[config.mk]
export PLATFORM = sky130hd
export DESIGN_NAME = csv_field_splitter
export DESIGN_NICKNAME = d
export VERILOG_FILES = /design/src/csf_pkg.sv /design/src/csf_front.sv /design/src/csf_queue.sv /design/src/csf_back.sv /design/src/csv_field_splitter.sv
export SDC_FILE = /design/constraint.sdc
export NUM_CORES = 1
export LEC_CHECK = 0
export BUFFER_PORTS_ARGS = -buffer_cell sky130_fd_sc_hd__buf_2
export CORE_UTILIZATION = 45
export CTS_BUF_LIST = sky130_fd_sc_hd__clkbuf_2
export DETAILED_ROUTE_END_ITERATION = 10
export PLACE_DENSITY = 0.69
export SLEW_MARGIN = 20
export SYNTH_ARGS = -nofsm -noshare
export SYNTH_HDL_FRONTEND = slang
export SYNTH_SLANG_ARGS = --single-unit
[constraint.sdc]
create_clock -name clk -period 8.65 [get_ports clk]
set_input_delay 1.73 -clock clk [delete_from_list [all_inputs] [get_ports clk]]
set_output_delay 1.73 -clock clk [all_outputs]
set_load 0.005 [all_outputs]
[src/csf_pkg.sv]
// Shared types and constants for the delimited-line field splitter.
package csf_pkg;

    localparam logic [7:0] QUOTE_BYTE  = 8'h22;
    localparam logic [7:0] DELIM_RESET = 8'd44;
    localparam logic [7:0] SPACE_BYTE  = 8'h20;
    localparam logic [7:0] TAB_BYTE    = 8'h09;
    localparam logic [7:0] CR_BYTE     = 8'h0D;

    // One input beat: a line byte or an end-of-line marker.
    typedef struct packed {
        logic       req_type;
        logic [7:0] line_byte;
    } req_t;

    // One result beat: a field's position and flags.
    typedef struct packed {
        logic [15:0] field_offset;
        logic [15:0] field_length;
        logic        was_quoted;
        logic        last_in_line;
        logic        too_long;
    } rsp_t;

    // A classified input beat, as queued between the front and the back.
    typedef struct packed {
        logic eol;
        logic is_quote;
        logic is_delim;
        logic is_space;
    } cls_t;

endpackage

[src/csf_front.sv]
// Front end: input handshake, delimiter register and byte classification.
module csf_front (
    input  logic            clk,
    input  logic            rst_n,
    input  logic            cfg_we,
    input  logic [7:0]      cfg_wdata,
    input  logic            in_valid,
    input  csf_pkg::req_t   in_data,
    input  logic            q_full,
    output logic            in_ready,
    output logic            push,
    output csf_pkg::cls_t   cls
);

    logic [7:0] delimiter_reg;
    logic [7:0] delimiter_next;
    logic [7:0] b;

    always_comb
    begin
        delimiter_next = cfg_we ? cfg_wdata : delimiter_reg;
    end

    always_ff @(posedge clk or negedge rst_n)
    begin
        if (!rst_n)
        begin
            delimiter_reg <= csf_pkg::DELIM_RESET;
        end
        else
        begin
            delimiter_reg <= delimiter_next;
        end
    end

    assign b        = in_data.line_byte;
    assign in_ready = !q_full;
    assign push     = in_valid && !q_full;

    always_comb
    begin
        cls.eol      = in_data.req_type;
        cls.is_quote = (b == csf_pkg::QUOTE_BYTE);
        cls.is_delim = (b == delimiter_reg);
        cls.is_space = (b == csf_pkg::SPACE_BYTE) ||
                       ((b >= csf_pkg::TAB_BYTE) && (b <= csf_pkg::CR_BYTE));
    end

endmodule

[src/csf_queue.sv]
// Two-entry queue of classified beats between the front and the back.
module csf_queue (
    input  logic            clk,
    input  logic            rst_n,
    input  logic            push,
    input  csf_pkg::cls_t   push_data,
    input  logic            pop,
    output logic            full,
    output logic            head_valid,
    output csf_pkg::cls_t   head_data
);

    csf_pkg::cls_t slot_reg [2];
    logic       wr_ptr_reg, wr_ptr_next;
    logic       rd_ptr_reg, rd_ptr_next;
    logic [1:0] count_reg, count_next;
    logic       do_push, do_pop;

    assign do_push    = push && (count_reg != 2'd2);
    assign do_pop     = pop && (count_reg != 2'd0);
    assign full       = (count_reg == 2'd2);
    assign head_valid = (count_reg != 2'd0);
    assign head_data  = slot_reg[rd_ptr_reg];

    always_comb
    begin
        wr_ptr_next = wr_ptr_reg ^ do_push;
        rd_ptr_next = rd_ptr_reg ^ do_pop;
        count_next  = count_reg + {1'b0, do_push} - {1'b0, do_pop};
    end

    always_ff @(posedge clk or negedge rst_n)
    begin
        if (!rst_n)
        begin
            wr_ptr_reg <= 1'b0;
            rd_ptr_reg <= 1'b0;
            count_reg  <= 2'd0;
        end
        else
        begin
            wr_ptr_reg <= wr_ptr_next;
            rd_ptr_reg <= rd_ptr_next;
            count_reg  <= count_next;
        end
    end

    always_ff @(posedge clk)
    begin
        if (do_push)
        begin
            slot_reg[wr_ptr_reg] <= push_data;
        end
    end

endmodule

[src/csf_back.sv]
// Back end: field parsing state machine and the result register.
module csf_back #(
    parameter logic [31:0] LINE_LIMIT = 32'd65535
) (
    input  logic            clk,
    input  logic            rst_n,
    input  logic            head_valid,
    input  csf_pkg::cls_t   head_data,
    output logic            pop,
    output logic            out_valid,
    input  logic            out_ready,
    output csf_pkg::rsp_t   out_data
);

    localparam logic [15:0] POS_CAP =
        (LINE_LIMIT < 32'd65535) ? LINE_LIMIT[15:0] : 16'hFFFF;

    localparam logic [2:0] MODE_START  = 3'd0;
    localparam logic [2:0] MODE_PLAIN  = 3'd1;
    localparam logic [2:0] MODE_QUOTED = 3'd2;
    localparam logic [2:0] MODE_QPEND  = 3'd3;
    localparam logic [2:0] MODE_AFTER  = 3'd4;

    logic [2:0]  mode_reg, mode_next;
    logic [15:0] line_pos_reg, line_pos_next;
    logic [15:0] fbegin_reg, fbegin_next;
    logic [15:0] first_ns_reg, first_ns_next;
    logic [15:0] end_ns_reg, end_ns_next;
    logic        seen_reg, seen_next;
    logic        ovf_reg, ovf_next;
    logic        out_valid_reg, out_valid_next;
    csf_pkg::rsp_t rsp_reg, rsp_next;

    logic        step, emit, open_field, ovf_now;
    logic [15:0] p, np;
    logic [15:0] cur_off, cur_len;
    logic        cur_q;

    function automatic logic [15:0] span(input logic [15:0] lo, input logic [15:0] hi);
        span = (hi >= lo) ? (hi - lo) : 16'd0;
    endfunction

    assign step      = head_valid && (!out_valid_reg || out_ready);
    assign pop       = step;
    assign out_valid = out_valid_reg;
    assign out_data  = rsp_reg;

    assign p       = (line_pos_reg >= POS_CAP) ? POS_CAP : line_pos_reg;
    assign np      = (p < POS_CAP) ? (p + 16'd1) : POS_CAP;
    assign ovf_now = ovf_reg || (line_pos_reg >= POS_CAP);

    // The field that is open now, as it would be reported.
    always_comb
    begin
        case (mode_reg)
            MODE_PLAIN:
            begin
                cur_q   = 1'b0;
                cur_off = seen_reg ? first_ns_reg : fbegin_reg;
                cur_len = seen_reg ? span(first_ns_reg, end_ns_reg) : 16'd0;
            end
            MODE_QUOTED:
            begin
                cur_q   = 1'b1;
                cur_off = fbegin_reg;
                cur_len = span(fbegin_reg, line_pos_reg);
            end
            MODE_QPEND, MODE_AFTER:
            begin
                cur_q   = 1'b1;
                cur_off = fbegin_reg;
                cur_len = span(fbegin_reg, end_ns_reg);
            end
            default:
            begin
                cur_q   = 1'b0;
                cur_off = fbegin_reg;
                cur_len = 16'd0;
            end
        endcase
    end

    always_comb
    begin
        mode_next     = mode_reg;
        line_pos_next = line_pos_reg;
        fbegin_next   = fbegin_reg;
        first_ns_next = first_ns_reg;
        end_ns_next   = end_ns_reg;
        seen_next     = seen_reg;
        ovf_next      = ovf_reg;
        rsp_next      = rsp_reg;
        emit          = 1'b0;
        open_field    = 1'b0;

        if (step)
        begin
            if (head_data.eol)
            begin
                emit          = 1'b1;
                rsp_next      = '{cur_off, cur_len, cur_q, 1'b1, ovf_reg};
                mode_next     = MODE_START;
                line_pos_next = 16'd0;
                fbegin_next   = 16'd0;
                first_ns_next = 16'd0;
                end_ns_next   = 16'd0;
                seen_next     = 1'b0;
                ovf_next      = 1'b0;
            end
            else
            begin
                ovf_next      = ovf_now;
                line_pos_next = np;
                rsp_next      = '{cur_off, cur_len, cur_q, 1'b0, ovf_now};
                case (mode_reg)
                    MODE_START:
                    begin
                        if (head_data.is_quote)
                        begin
                            fbegin_next = np;
                            mode_next   = MODE_QUOTED;
                        end
                        else if (head_data.is_delim)
                        begin
                            emit       = 1'b1;
                            open_field = 1'b1;
                            rsp_next   = '{p, 16'd0, 1'b0, 1'b0, ovf_now};
                        end
                        else
                        begin
                            fbegin_next = p;
                            mode_next   = MODE_PLAIN;
                            if (!head_data.is_space)
                            begin
                                first_ns_next = p;
                                end_ns_next   = np;
                                seen_next     = 1'b1;
                            end
                        end
                    end
                    MODE_PLAIN:
                    begin
                        if (head_data.is_delim)
                        begin
                            emit       = 1'b1;
                            open_field = 1'b1;
                        end
                        else if (!head_data.is_space)
                        begin
                            if (!seen_reg)
                            begin
                                first_ns_next = p;
                                seen_next     = 1'b1;
                            end
                            end_ns_next = np;
                        end
                    end
                    MODE_QUOTED:
                    begin
                        if (head_data.is_quote)
                        begin
                            end_ns_next = p;
                            mode_next   = MODE_QPEND;
                        end
                    end
                    MODE_QPEND:
                    begin
                        if (head_data.is_quote)
                        begin
                            mode_next = MODE_QUOTED;
                        end
                        else if (head_data.is_delim)
                        begin
                            emit       = 1'b1;
                            open_field = 1'b1;
                        end
                        else
                        begin
                            mode_next = MODE_AFTER;
                        end
                    end
                    default:
                    begin
                        mode_next = MODE_AFTER;
                        if (head_data.is_delim)
                        begin
                            emit       = 1'b1;
                            open_field = 1'b1;
                        end
                    end
                endcase

                if (open_field)
                begin
                    mode_next     = MODE_START;
                    fbegin_next   = np;
                    first_ns_next = 16'd0;
                    end_ns_next   = 16'd0;
                    seen_next     = 1'b0;
                end
            end
        end

        out_valid_next = out_valid_reg && !out_ready;
        if (emit)
        begin
            out_valid_next = 1'b1;
        end
    end

    always_ff @(posedge clk or negedge rst_n)
    begin
        if (!rst_n)
        begin
            mode_reg      <= MODE_START;
            line_pos_reg  <= 16'd0;
            fbegin_reg    <= 16'd0;
            first_ns_reg  <= 16'd0;
            end_ns_reg    <= 16'd0;
            seen_reg      <= 1'b0;
            ovf_reg       <= 1'b0;
            out_valid_reg <= 1'b0;
        end
        else
        begin
            mode_reg      <= mode_next;
            line_pos_reg  <= line_pos_next;
            fbegin_reg    <= fbegin_next;
            first_ns_reg  <= first_ns_next;
            end_ns_reg    <= end_ns_next;
            seen_reg      <= seen_next;
            ovf_reg       <= ovf_next;
            out_valid_reg <= out_valid_next;
        end
    end

    always_ff @(posedge clk)
    begin
        if (emit)
        begin
            rsp_reg <= rsp_next;
        end
    end

endmodule

[src/csv_field_splitter.sv]
// Top level of the delimited-line field splitter.
//
//   Channel   Direction  Signals                      Beat
//   in        input      in_valid/in_ready/in_data    one line byte or end of line
//   out       output     out_valid/out_ready/out_data one field: offset, length, flags
//   cfg       input      cfg_we/cfg_wdata             new delimiter byte
//
// One input beat is taken per cycle while the queue is not full; an accepted beat
// goes into the queue, then into the result register. The rate is set by the
// back-end parser state machine, which handles one classified beat per cycle
// unless an output stall holds it. Reset (rst_n low) clears the parser state,
// empties the queue and sets the delimiter to a comma. An output stall holds
// the result register and lets the two-entry queue fill; only then in_ready drops.
module csv_field_splitter #(
    parameter logic [31:0] LINE_LIMIT = 32'd65535
) (
    input  logic            clk,
    input  logic            rst_n,
    input  logic            cfg_we,
    input  logic [7:0]      cfg_wdata,
    input  logic            in_valid,
    output logic            in_ready,
    input  csf_pkg::req_t   in_data,
    output logic            out_valid,
    input  logic            out_ready,
    output csf_pkg::rsp_t   out_data
);

    // Saturation point of line positions, used by the checks below.
    localparam logic [15:0] POS_CAP =
        (LINE_LIMIT < 32'd65535) ? LINE_LIMIT[15:0] : 16'hFFFF;

    logic          q_full;
    logic          q_push;
    logic          q_pop;
    logic          q_valid;
    csf_pkg::cls_t front_cls;
    csf_pkg::cls_t q_head;

    // The front end compares each byte against the quote, the delimiter and
    // the whitespace set, so the back end only sees four class bits.
    csf_front u_front (
        .clk       (clk),
        .rst_n     (rst_n),
        .cfg_we    (cfg_we),
        .cfg_wdata (cfg_wdata),
        .in_valid  (in_valid),
        .in_data   (in_data),
        .q_full    (q_full),
        .in_ready  (in_ready),
        .push      (q_push),
        .cls       (front_cls)
    );

    // The queue decouples input acceptance from output backpressure.
    csf_queue u_queue (
        .clk        (clk),
        .rst_n      (rst_n),
        .push       (q_push),
        .push_data  (front_cls),
        .pop        (q_pop),
        .full       (q_full),
        .head_valid (q_valid),
        .head_data  (q_head)
    );

    // The back end tracks the open field and registers each finished one.
    csf_back #(
        .LINE_LIMIT (LINE_LIMIT)
    ) u_back (
        .clk        (clk),
        .rst_n      (rst_n),
        .head_valid (q_valid),
        .head_data  (q_head),
        .pop        (q_pop),
        .out_valid  (out_valid),
        .out_ready  (out_ready),
        .out_data   (out_data)
    );

    // An accepted beat must be waiting in the queue on the next cycle.
    assert property (@(posedge clk) disable iff (!rst_n)
        (in_valid && in_ready) |=> q_valid)
    else $error("accepted beat missing from queue");

    // Consuming an end-of-line beat always produces the line's final field.
    assert property (@(posedge clk) disable iff (!rst_n)
        (q_pop && q_head.eol) |=> (out_valid && out_data.last_in_line))
    else $error("end of line without a final field");

    // A reported field never reaches past the saturated line position.
    assert property (@(posedge clk) disable iff (!rst_n)
        out_valid |-> (({1'b0, out_data.field_offset} + {1'b0, out_data.field_length})
                       <= {1'b0, POS_CAP}))
    else $error("field extends beyond the line limit");

endmodule
# Word level (Yosys, flattened, before mapping)
# Memory sizes are Yosys's and may differ from the RTL's.
# Cells that the tools add are included.
[classes]
addsub = 6
multipliers = 0
div = 0
order_cmp = 7
eq_ne = 20
shifts = 0
muxes = 61
n_bitwise = 2
reduce_logical = 26
[ops]
columns = ["op", "n"]
rows = [
  ["$mux W16", 28],
  ["$mux W35", 4],
  ["$pmux W16 S3", 2],
  ["$ge A16 B16 Y1", 3],
  ["$sub A16 B16 Y16", 3],
  ["$pmux W16 S2", 1],
  ["$mux W3", 7],
  ["$add A16 B1 Y16 const B", 1],
  ["$eq A8 B6 Y1 const B", 2],
  ["$ge A16 B16 Y1 const B", 1],
  ["$lt A16 B16 Y1 const B", 1],
  ["$mux W1", 16],
  ["$ne A4 B3 Y1 const B", 4],
  ["$ne A4 B4 Y1 const B", 3],
  ["$pmux W3 S4", 1],
  ["$ne A5 B4 Y1 const B", 2],
  ["$eq A8 B8 Y1", 1],
  ["$ge A8 B4 Y1 const B", 1],
  ["$le A8 B4 Y1 const B", 1],
  ["$reduce_and A8 Y1", 1],
  ["$eq A3 B2 Y1 const B", 2],
  ["$logic_and A1 B1 Y1", 6],
  ["$reduce_and A3 Y1", 2],
  ["$reduce_and A5 Y1", 1],
  ["21 further kinds", 28],
]
[word_totals]
register_bits = 117
latchBits = 0
mem_bits_rw = 8
mem_bits_ro = 0
in_bits = 22
elab_cells = 140
memories = 1
[mem_list]
columns = ["name", "depth", "word_bits", "read_ports", "rd_ports_with_merged_regs", "wr", "line_no", "text"]
rows = [
  ["u_queue.slot_reg", 2, 4, 1, 0, 1, "csf_queue.sv:13", "csf_pkg::cls_t slot_reg [2];"],
]

# Depth between registers and ports, before layout
[depth]
depth_word = 10
ltp_mapped = 12
mapped_depth_nobuf = 11

# Hierarchy
# From an unflattened synthesis, not the netlist that was laid out.
[hier_totals]
cells_unflattened = 952
hier_area_um2 = 8683.3
[by_module_without_submodules]
columns = ["mod", "n_inst", "cells_per_inst", "area_each_um2", "seq_area_each_um2"]
rows = [
  ["csf_back", 1, 880, 7704.9, 2802.7],
  ["csf_queue", 1, 32, 508.0, 340.3],
  ["csf_front", 1, 40, 470.5, 203.9],
]

# Worst setup path after synthesis
# OpenSTA, ideal clock, no wires.
[synth_timing]
path_kind = "input to register"
start = "input out_ready"
end = "register u_back.rsp_reg, in the netlist u_back.out_data[0], enable pin"
setup_ps = 430
arrival_ps = 3567
t_required_ps = 8220
path_slack_ps = 4653
stages = 3
path_buffers = 0
path_cell_list = "nand2b_1 > o21ai_1 > nor2_1"
[synth_via]
elab_chain_cells = 4
[synth_lines]
columns = ["item", "line_no", "text"]
rows = [
  ["start, declared", "csv_field_splitter.sv:25", "input logic out_ready,"],
  ["$logic_or A1 B1 Y1 (*)", "csf_back.sv:43", "assign step = head_valid && (!out_valid_reg || out_ready);"],
  ["$logic_and A1 B1 Y1 (*)", "csf_back.sv:43", ""],
  ["$mux W1", "csf_back.sv:96", "if (step)"],
  ["$reduce_and A2 Y1 (no source line) (*)", "-", ""],
  ["end signal, assigned", "csf_back.sv:241", "rsp_reg <= rsp_next;"],
  ["end, declared", "csf_back.sv:32", "csf_pkg::rsp_t rsp_reg, rsp_next;"],
]
# Every way passes the cells marked *; elsewhere a longest branch is shown, timed or not.
# A chain may end at the register's enable or synchronous reset.

# Worst setup path in the final report
[layout_timing]
start = "register u_back.line_pos_reg[0]"
end = "register u_back.rsp_reg, in the netlist u_back.out_data[9] (data pin)"
[layout_via]
elab_chain_cells = 7
[layout_lines]
columns = ["item", "line_no", "text"]
rows = [
  ["start, declared", "csf_back.sv:25", "logic [15:0] line_pos_reg, line_pos_next;"],
  ["start signal, assigned", "csf_back.sv:227", "line_pos_reg <= line_pos_next;"],
  ["$sub A16 B16 Y16 / $ge A16 B16 Y1 (equally long branches)", "csf_back.sv:40", "span = (hi >= lo) ? (hi - lo) : 16'd0;"],
  ["$mux W16 (*)", "csf_back.sv:40", ""],
  ["$pmux W16 S3 (*)", "csf_back.sv:55", "case (mode_reg)"],
  ["$mux W35", "csf_back.sv:123", "else if (head_data.is_delim)"],
  ["$mux W35", "csf_back.sv:118", "if (head_data.is_quote)"],
  ["$mux W35", "csf_back.sv:115", "case (mode_reg)"],
  ["$mux W35 (*)", "csf_back.sv:98", "if (head_data.eol)"],
]
# Marked as above.

==> flow_summary.ini <==
[clock_network]
clkLatencyLatePin_ns = 0.74
tritoncts = yes
cts_made_buffers = 17
hold_buffers = 0
htree_levels = 4
ctsLongestPathBuffers = 2
clk_pin_slew_ns = 0.22
cts_setup_buffers = 0
cts_resized = 0
cts_sinks = 125
cts_root_buf = clkbuf_2

[grt]
antenna_found_initial = 1
grt_usage = 0.234
grt_pass1_vias = 6834
grt_pass1_wl_um = 35800
grt_max_degree = 55
overflow = 0

[power]
switching_share = 0.475
ir_drop_uv = 241
p_per_area_nw_per_um2 = 381
seqPwrFrac = 0.263
leakagePower_uw = 0.00398
intPower_uw = 1860
p_switching_uw = 1680
clkPwrFrac = 0.110
combPwrFrac = 0.627

[detailed_routing]
routed_wl_um = 22300
routed_via_density = 5.90
antenna_left = 0
drtPass1Iterations = 6
drc_errors = 0
drt-initial-drc-count = 676
avgRoutedWirePerCell_um = 18.2
vias = 7218

[placed_design]
place_ws_ns = 4.43
place.gp.congestion = 0.956
place_inst = 1189
io_buffers = 58
hpwl_um = 16500

[floorplan]
die_height_um = 140
fp.dieW_um = 140
start_util = 0.459
placementRows = 50
dieArea_um2 = 19600
io_pins = 59
design.core.area_um2 = 18700

[sta]
period_needed_ns = 3.59
hold_viol_final = 0
rsz0062_at_grt = false
fin_crit_sh = 0.415
timing.hold.ws_ns = 0.524
max_freq_ghz = 0.279
setup_viol = 0
timing.setup.tns_ns = 0
slew_headroom = 0.363
setup_ws_ns = 5.06
clock_skew_ns = 0.0418
worstMarginPinSlew_ns = 0.953
slew_viol_final = 0

[yosys]
synth-xor-area-share = 0.0510
synthCells = 939
synth_fa_ha_area_frac = 0.0871
synth-edff-count = 43
synth_top_family_by_area = compound AO/OA/AOI/OAI gates
ys_warn_count = 0
synth_nets = 1018
synth_area_um2 = 8580
yosys.cell_types.count = 86
synth_mux_area_frac = 0.0442
yosysSeqAreaShare = 0.390
yosys.area_share.simple = 0.139
syn_avg_cell_area_um2 = 9.14
synthArstFlopShare = 0.656
synth_ff_type = dfrtp_1
synth_compound_area_frac = 0.232
synth_seq_cells = 125

[cells_and_area]
final_common_cell = nand2_1
nNetsFinal = 1054
final_cell_mix = nand2_1 (103), a21oi_1 (80), o21ai_0 (80), dfrtp_1 (79), nor2_1 (68)
drive_above_1_share = 0.153
areaGrowthSynthToFinish_pct = 8.08
largest_reg_flops = 35
finish.utilization = 0.496
final_cells = 1223

[setup_path]
cp_data_arrival_time_ns = 4.15
worstSetupPathType = reg -> reg
start_kind = flip-flop
cp_data_required_time_ns = 9.21
cp-end-kind = flip-flop
critPathMaxFanout = 11

[job]
drv_cap = 0

[outcome]
status = finished, final reports clean

[min_path]
hold_path.class = reg -> reg
-- cell families (layout without fill, tap and decap cells) --
| kind of cell | Yosys count | in the layout |
|---|---|---|
| AOI/OAI and AO/OA | 306 | 306 |
| and+or+nand+nor | 258 | 258 |
| DFF | 125 | 125 |
| buffers and inverters | 107 | 156 |
| adders and majority gates | 58 | 58 |
| xor gates and xnor gates | 50 | 50 |
| muxes | 35 | 35 |
| other | 0 | 1 |
-- power groups by stage --
stage / Sequential, uW / Clock, uW / Combinational (uW)
2_1_floorplan: 915 / 0 / 1640
3_3_place_gp: 943 / 0 / 2130
3_5_place_dp: 945 / 0 / 2160
4_1_cts: 932 / 394 / 2170
5_1_grt: 948 / 423 / 2430
6_report: 931 / 389 / 2220
-- Yosys cell counts (15+ instances only) --
master / n / area [um^2]
a21o_1: 19 / 143
dfrtp_1: 79 / 1980
inv_1: 54 / 203
clkbuf_1: 23 / 86.3
edfxtp_1: 43 / 1290
o21ai_0: 81 / 405
nor2_1: 69 / 259
ha_1: 54 / 676
o21ai_1: 15 / 75.1
nand2_1: 103 / 387
a21oi_1: 80 / 400
buf_2: 15 / 75.1
mux2i_1: 21 / 210
xnor2_1: 38 / 333
nand3_1: 20 / 100
-- stage by stage --
| stage | area [um^2] | total power, uW |
|---|---|---|
| after global routing | 9270 | 3800 |
| after detailed placement | 8980 | 3110 |
| after floorplan | 8580 | 2550 |
| final | 9270 | 3540 |
| after global placement | 8980 | 3080 |
| after CTS | 9230 | 3500 |
-- critical path: stages (launching register included) --
cell,delay [ns]
dfrtp_1,0.45
inv_1,0.12
ha_1,0.23
fa_1,0.47
nor2b_1,0.17
o31ai_1,0.14
a21oi_1,0.30
o21ai_1,0.23
a311oi_2,0.56
inv_1,0.40
o31ai_1,0.35
-- layout make-up --
cell class	count	area (um^2)
Clock buffer	17	85.1
Tap cell	234	293
Timing Repair Buffer	70	403
Clock inverter	15	161
Multi-Input combinational cell	707	4780
Antenna cell	1	2.50
Sequential cell	125	3350
Fill cell	1796	9430
Inverter	54	203
-- layer usage --
| metal | global-route usage | part of all wire | vias up |
|---|---|---|---|
| met2 | 0.369 | 0.46 | 282 |
| met5 | 0 | 0 | - |
| li1 | - | - | 3464 |
| met3 | 0.0468 | 0.065 | 40 |
| met1 | 0.321 | 0.46 | 3432 |
| met4 | 0.0804 | 0.022 | 0 |
-- final timing paths --
check                                       start                     end  slack, ns  depth (start not counted)
hold reg to reg              u_queue.count_reg[1]    u_queue.count_reg[1]       0.52                          1
hold / removal               u_queue.count_reg[1]    u_queue.count_reg[1]       0.52                          1
min in group asynchronous                   rst_n      u_back.mode_reg[2]       0.88                          1
setup / recovery           u_back.line_pos_reg[0]      u_back.out_data[9]       5.06                         10
max in group asynchronous                   rst_n  u_back.first_ns_reg[7]       6.69                          2
setup reg to reg           u_back.line_pos_reg[0]      u_back.out_data[9]       5.06                         10
(Power assumes the default switching activity.)
